==> src/hw/rtl/rhsv_pkg.sv <==
// Shared widths and pipeline payload types for the RGB to HSV converter.
`timescale 1ns / 1ps

package rhsv_pkg;

  localparam int unsigned CH_W  = 8;   // input channel width
  localparam int unsigned HUE_W = 9;   // hue result width (0..360)
  localparam int unsigned NUM_W = 18;  // dividend width, covers 2*360*255+255
  localparam int unsigned DVS_W = 9;   // divisor width, covers 2*255
  localparam int unsigned QUO_W = 9;   // quotient bits resolved by the cell row
  localparam int unsigned NUM_CELLS = QUO_W;

  // One restoring-division lane: running remainder, divisor, partial quotient
  typedef struct packed {
    logic [NUM_W-1:0] rem;
    logic [DVS_W-1:0] dvs;
    logic [QUO_W-1:0] quo;
  } div_lane_t;

  // Everything one pixel carries down the cell row
  typedef struct packed {
    div_lane_t       sat;
    div_lane_t       hue;
    logic [CH_W-1:0] val;
  } cell_bus_t;

endpackage

==> src/hw/rtl/rhsv_prep.sv <==
// Front end: max/min, delta, hue sector, and the dividends and divisors.
`timescale 1ns / 1ps

module rhsv_prep (
  input  logic                    clk,
  input  logic                    rst_n,
  input  logic                    en,
  input  logic                    in_valid,
  input  logic [rhsv_pkg::CH_W-1:0] red,
  input  logic [rhsv_pkg::CH_W-1:0] green,
  input  logic [rhsv_pkg::CH_W-1:0] blue,
  output logic                    out_valid_r,
  output rhsv_pkg::cell_bus_t     out_bus_r
);
  import rhsv_pkg::*;

  typedef enum logic [1:0] {
    SEC_RED,
    SEC_GREEN,
    SEC_BLUE
  } sector_t;

  // stage 1 registers
  logic                   s1_valid_r;
  logic [CH_W-1:0]        s1_val_r;
  logic [CH_W-1:0]        s1_delta_r;
  sector_t                s1_sector_r;
  logic signed [CH_W:0]   s1_diff_r;

  logic [CH_W-1:0]        vmax_nxt;
  logic [CH_W-1:0]        vmin_nxt;
  sector_t                sector_nxt;
  logic signed [CH_W:0]   diff_nxt;

  // stage 2 terms
  logic signed [19:0]     base_term;
  logic signed [19:0]     diff_term;
  logic signed [19:0]     num;
  cell_bus_t              bus_nxt;

  // Find extremes and the sector, red first, then green, then blue
  always_comb begin
    vmax_nxt = red;
    vmin_nxt = red;
    if (green > vmax_nxt) vmax_nxt = green;
    if (blue  > vmax_nxt) vmax_nxt = blue;
    if (green < vmin_nxt) vmin_nxt = green;
    if (blue  < vmin_nxt) vmin_nxt = blue;

    priority if (red == vmax_nxt) begin
      sector_nxt = SEC_RED;
      diff_nxt   = $signed({1'b0, green}) - $signed({1'b0, blue});
    end else if (green == vmax_nxt) begin
      sector_nxt = SEC_GREEN;
      diff_nxt   = $signed({1'b0, blue}) - $signed({1'b0, red});
    end else begin
      sector_nxt = SEC_BLUE;
      diff_nxt   = $signed({1'b0, red}) - $signed({1'b0, green});
    end
  end

  // Build the hue numerator, wrapping negative red-sector hues by 360
  always_comb begin
    diff_term = 20'(s1_diff_r) * 20'sd60;
    unique case (s1_sector_r)
      SEC_RED: begin
        if (s1_diff_r < 0) begin
          base_term = $signed({12'b0, s1_delta_r}) * 20'sd360;
        end else begin
          base_term = 20'sd0;
        end
      end
      SEC_GREEN: base_term = $signed({12'b0, s1_delta_r}) * 20'sd120;
      SEC_BLUE:  base_term = $signed({12'b0, s1_delta_r}) * 20'sd240;
      default:   base_term = 20'sd0;
    endcase
    num = base_term + diff_term;

    // Round half up: quotient of (2p + q) / (2q); force a safe divisor at zero
    bus_nxt.val     = s1_val_r;
    bus_nxt.hue.rem = {num[NUM_W-2:0], 1'b0} + NUM_W'(s1_delta_r);
    bus_nxt.hue.dvs = (s1_delta_r == '0) ? '1 : {s1_delta_r, 1'b0};
    bus_nxt.hue.quo = '0;
    bus_nxt.sat.rem = NUM_W'(s1_delta_r) * NUM_W'(510) + NUM_W'(s1_val_r);
    bus_nxt.sat.dvs = (s1_val_r == '0) ? '1 : {s1_val_r, 1'b0};
    bus_nxt.sat.quo = '0;
  end

  // Advance valid flags
  always_ff @(posedge clk) begin
    if (!rst_n) begin
      s1_valid_r  <= 1'b0;
      out_valid_r <= 1'b0;
    end else if (en) begin
      s1_valid_r  <= in_valid;
      out_valid_r <= s1_valid_r;
    end
  end

  // Advance payload
  always_ff @(posedge clk) begin
    if (en) begin
      s1_val_r    <= vmax_nxt;
      s1_delta_r  <= vmax_nxt - vmin_nxt;
      s1_sector_r <= sector_nxt;
      s1_diff_r   <= diff_nxt;
      out_bus_r   <= bus_nxt;
    end
  end

endmodule

==> src/hw/rtl/rhsv_cell.sv <==
// One restoring-division cell: resolves one quotient bit for hue and saturation.
`timescale 1ns / 1ps

module rhsv_cell #(
  parameter int unsigned SHIFT = 0
) (
  input  logic                clk,
  input  logic                rst_n,
  input  logic                en,
  input  logic                in_valid,
  input  rhsv_pkg::cell_bus_t in_bus,
  output logic                out_valid_r,
  output rhsv_pkg::cell_bus_t out_bus_r
);
  import rhsv_pkg::*;

  cell_bus_t bus_nxt;

  function automatic div_lane_t div_step(input div_lane_t lane);
    logic [NUM_W-1:0] dsh;
    div_lane_t        res;
    dsh = NUM_W'(lane.dvs) << SHIFT;
    res = lane;
    if (lane.rem >= dsh) begin
      res.rem        = lane.rem - dsh;
      res.quo[SHIFT] = 1'b1;
    end
    return res;
  endfunction

  // Subtract the shifted divisor where it fits
  always_comb begin
    bus_nxt     = in_bus;
    bus_nxt.sat = div_step(in_bus.sat);
    bus_nxt.hue = div_step(in_bus.hue);
  end

  // Hand on to the next cell
  always_ff @(posedge clk) begin
    if (!rst_n) begin
      out_valid_r <= 1'b0;
    end else if (en) begin
      out_valid_r <= in_valid;
    end
  end

  always_ff @(posedge clk) begin
    if (en) begin
      out_bus_r <= bus_nxt;
    end
  end

endmodule

==> src/hw/rtl/rgb_to_hsv_int8.sv <==
// Pipeline: 2 front-end stages, then nine division cells, one quotient bit each;
// they hold up to eleven pixels in flight; the last cell is the output register.
// Throughput: one pixel per cycle while no result is stalled. The whole pipe holds
// while a result waits and out_ready is low.
// Reset: synchronous, active low; clears all valid flags, payload is not reset.
`timescale 1ns / 1ps

module rgb_to_hsv_int8 (
  input  logic                      clk,
  input  logic                      rst_n,
  input  logic                      in_valid,
  output logic                      in_ready,
  input  logic [rhsv_pkg::CH_W-1:0]  in_red,
  input  logic [rhsv_pkg::CH_W-1:0]  in_green,
  input  logic [rhsv_pkg::CH_W-1:0]  in_blue,
  output logic                      out_valid,
  input  logic                      out_ready,
  output logic [rhsv_pkg::HUE_W-1:0] out_hue,
  output logic [rhsv_pkg::CH_W-1:0]  out_sat,
  output logic [rhsv_pkg::CH_W-1:0]  out_val
);
  import rhsv_pkg::*;

  logic      adv;
  logic      valid_chain [NUM_CELLS+1];
  cell_bus_t bus_chain   [NUM_CELLS+1];

  // Move the pipe unless a finished result is stalled
  assign adv      = !valid_chain[NUM_CELLS] || out_ready;
  assign in_ready = adv;

  rhsv_prep u_prep (
    .clk         (clk),
    .rst_n       (rst_n),
    .en          (adv),
    .in_valid    (in_valid),
    .red         (in_red),
    .green       (in_green),
    .blue        (in_blue),
    .out_valid_r (valid_chain[0]),
    .out_bus_r   (bus_chain[0])
  );

  // Cell k resolves quotient bit QUO_W-1-k
  for (genvar k = 0; k < NUM_CELLS; k++) begin : g_cell
    rhsv_cell #(
      .SHIFT (QUO_W - 1 - k)
    ) u_cell (
      .clk         (clk),
      .rst_n       (rst_n),
      .en          (adv),
      .in_valid    (valid_chain[k]),
      .in_bus      (bus_chain[k]),
      .out_valid_r (valid_chain[k+1]),
      .out_bus_r   (bus_chain[k+1])
    );
  end

  // Drive the result channel from the last cell
  assign out_valid = valid_chain[NUM_CELLS];
  assign out_hue   = bus_chain[NUM_CELLS].hue.quo;
  assign out_sat   = bus_chain[NUM_CELLS].sat.quo[CH_W-1:0];
  assign out_val   = bus_chain[NUM_CELLS].val;

`ifndef SYNTH
  a_hue_range: assert property (@(posedge clk) disable iff (!rst_n)
    out_valid |-> (out_hue <= HUE_W'(360)))
    else $error("hue out of range");

  a_black: assert property (@(posedge clk) disable iff (!rst_n)
    (out_valid && out_val == '0) |-> (out_sat == '0 && out_hue == '0))
    else $error("black pixel with nonzero hue or saturation");

  a_grey: assert property (@(posedge clk) disable iff (!rst_n)
    (out_valid && out_sat == '0) |-> (out_hue == '0))
    else $error("grey pixel with nonzero hue");

  a_sat_top: assert property (@(posedge clk) disable iff (!rst_n)
    out_valid |-> (bus_chain[NUM_CELLS].sat.quo[QUO_W-1] == 1'b0))
    else $error("saturation quotient overflow");

  a_hold: assert property (@(posedge clk) disable iff (!rst_n)
    (out_valid && !out_ready) |=> (out_valid && $stable(bus_chain[NUM_CELLS])))
    else $error("stalled result changed");
`endif

endmodule
==> config.mk <==
export PLATFORM = sky130hd
export DESIGN_NAME = rgb_to_hsv_int8
export DESIGN_NICKNAME = d
export VERILOG_FILES = /design/src/hw/rtl/rhsv_pkg.sv /design/src/hw/rtl/rhsv_prep.sv /design/src/hw/rtl/rhsv_cell.sv /design/src/hw/rtl/rgb_to_hsv_int8.sv
export SDC_FILE = /design/constraint.sdc
export NUM_CORES = 1
export LEC_CHECK = 0
export BUFFER_PORTS_ARGS = -buffer_cell sky130_fd_sc_hd__buf_4
export CORE_UTILIZATION = 60
export CTS_BUF_LIST = sky130_fd_sc_hd__clkbuf_2 sky130_fd_sc_hd__clkbuf_4 sky130_fd_sc_hd__clkbuf_8
export CTS_CLUSTER_DIAMETER = 40
export DETAILED_ROUTE_END_ITERATION = 16
export PLACE_DENSITY = 0.83
export SYNTH_ARGS = -nofsm -noshare
export SYNTH_HDL_FRONTEND = slang
export SYNTH_SLANG_ARGS = --single-unit
export TNS_END_PERCENT = 100
==> constraint.sdc <==
create_clock -name clk -period 24.3 [get_ports clk]
set_clock_uncertainty 0.15 [all_clocks]
set_input_delay 2.43 -clock clk [delete_from_list [all_inputs] [get_ports clk]]
set_output_delay 2.43 -clock clk [all_outputs]
set_load 0.005 [all_outputs]
==> out/qor.yml <==
hold_class: "reg2reg"
clock_latency_ns: 0.69
relSlewSlack: 0.186
syn_area_um2: 38700
pre_cts_slack_ns: 15.52
crit_slowest_cell: "a21oi_1"
grt_overflow: 0
ys_warn_count: 0
cts_made_buffers: 112
layout.nets: 3889
ys_top_cells_by_count: "edfxtp_1 (665), inv_1 (459), ha_1 (327)"
grt_pass1_vias: 24800
yosys.area.top_type: "edfxtp_1"
wl_met3_um: 2440
yosysMostFrequentCell: "edfxtp_1"
layout_setup_ws_ns: 16.18
max_freq_ghz: 0.123
tightestPinTransition_ns: 1.19
drtAntennaViolNets: 0
slew_violations: 0
first_pass_iters: 5
htree_levels: 3
synth.top_cell.area_share: 0.516
clock-sinks: 676
post-route-period-util: 0.334
synth_cell_types: 82
grt_pass1_wl_um: 113000
topRoutingLayerUsed: "met4"
ios: 55
viasPerCell: 5.54
post_cts_buffers: 0
fp.dieW_um: 256
dp_hpwl_um: 50200
startpoint_type: "input pin"
synth_edf_count: 665
start_util: 0.610
hold_viol: 0
drc: 0
r2r_slack_ns: 17.79
syn_area_per_cell_um2: 11.6
antenna_found_initial: 1
synthesis.instances: 3344
clkTransAtPathRegs_ns: 0.06
whs_ns: 0.226
wl_met2_um: 36300
worstPathRequired_ns: 24.59
design_area_um2: 42200
core_area_um2: 63400
tritoncts: "yes"
cpPeakStageDelay_ns: 0.73
endpoint_kind: "register"
fp.dieH_um: 256
post_dp_cell_area_um2: 39900
drtIter0Drc: 1366
wl_per_cell_um: 15.5
cts_hold_buf: 0
outcome: "completed"
crit_top_cell: "a21oi_1"
vias: 24300
cts_buffer_depth: 3
cts_resized: 0
crit_path_max_fanout: 29
synth-seq-cells: 676
finalWirelength_um: 68000
gp_congestion: 0.956
drt-met1-wl_um: 26700
portBuffers: 54
synthTopCellsByArea: "edfxtp_1 (52%), ha_1 (11%), inv_1 (4.5%)"
fin_crit_ns: 8.12
grt_max_degree: 224
ys_seq_area_frac: 0.522
drive_gt1_frac: 0.0850
tns_ns: 0
fp.dieArea_um2: 65500
crit_type: "in2reg"
maxCapViolCount: 0
cts_root_buffer: "clkbuf_8"
async_reset_ff_frac: 0
finalSetupViolCount: 0
syn_nets: 3780
fp-row-count: 92
rsz0062_at_grt: "false"
synth_ff_type: "edfxtp_1"
arrival_ns: 8.41
grt_use_total: 0.209
areaGrowthSynthToFinish_pct: 8.96
placed cells by master, fill, tap and decap left out, types with 10 or more instances in the layout:
master	count
o21a_1	33
clkinv_2	16
nor4_1	43
clkbuf_4	34
nor2b_1	48
mux2i_1	26
nand4_1	29
a21oi_1	207
ha_1	327
a21o_1	64
or2_2	10
nand2_1	178
dfxtp_1	11
clkinv_1	20
inv_1	458
and2_1	10
or4_1	20
clkbuf_8	116
mux2_2	23
or3_1	20
o21ai_0	171
nand4b_1	12
o31ai_1	26
fa_1	81
a211oi_1	19
a21boi_0	44
edfxtp_1	665
nor3_1	71
o21bai_1	12
xnor2_1	142
nand2b_1	53
xor2_1	102
nand3_1	32
buf_4	63
nor2_1	205
area by class of cell:
| type | count | area [um^2] |
|---|---|---|
| Fill cell | 4441 | 21200 |
| Timing Repair Buffer | 64 | 493 |
| Sequential cell | 676 | 20200 |
| Tap cell | 846 | 1060 |
| Clock buffer | 150 | 1850 |
| Inverter | 462 | 1740 |
| Multi-Input combinational cell | 2137 | 16400 |
| Antenna cell | 1 | 2.50 |
| Clock inverter | 54 | 413 |
critical path: cells and delay by family:
family	cells	cell delay (ns)
adders and majority gates	3	0.88
buffers and inverters	3	0.45
xor gates and xnor gates	2	0.26
AOI/OAI and AO/OA	15	3.24
and+or+nand+nor	6	1.15
metrics by stage:
stage / std cells / util
6_report: 4390 / 0.665
5_1_grt: 4390 / 0.665
4_1_cts: 4389 / 0.665
3_5_place_dp: 4185 / 0.629
3_3_place_gp: 4185 / 0.629
2_1_floorplan: 3344 / -
state kept, by name, summed over array words and instances (netlist names):
name,count
g_cell.u_cell.out_bus_r,577
u_prep.out_bus_r,61
g_cell.u_cell.out_valid_r,9
u_prep.s1_diff_r,9
u_prep.s1_delta_r,8
u_prep.s1_val_r,8
u_prep.s1_sector_r,2
u_prep.out_valid_r,1
u_prep.s1_valid_r,1
metal layers:
| metal | track usage | up-vias |
|---|---|---|
| met5 | 0 | - |
| met4 | 0.102 | 0 |
| met3 | 0.0295 | 151 |
| met2 | 0.400 | 501 |
| met1 | 0.225 | 11500 |
| li1 | - | 12200 |
cells by family after synthesis:
logic type | Yosys count | synth area share
AND/OR/NAND/NOR | 766 | 0.0990
flip-flops | 676 | 0.522
AO/OA/AOI/OAI | 668 | 0.108
buffers and inverters | 531 | 0.0544
adder cells (fa/ha/maj) | 408 | 0.148
XOR/XNOR | 244 | 0.0552
multiplexers | 51 | 0.0140
path summary, 6_finish.rpt:
kind	endpoint	from	cells after the start
max reg2reg	u_prep.out_bus_r[43]$_DFFE_PP_	u_prep.s1_delta_r[0]$_DFFE_PP_	21
min	g_cell[4].u_cell.out_bus_r[14]$_DFFE_PP_	g_cell[3].u_cell.out_bus_r[14]$_DFFE_PP_	0
min reg2reg	g_cell[4].u_cell.out_bus_r[14]$_DFFE_PP_	g_cell[3].u_cell.out_bus_r[14]$_DFFE_PP_	0
max	u_prep.s1_delta_r[7]$_DFFE_PP_	in_green[2]	29
Power is not shown: default switching activity piles up to over one toggle a cycle in this logic, so the estimate is an artifact.
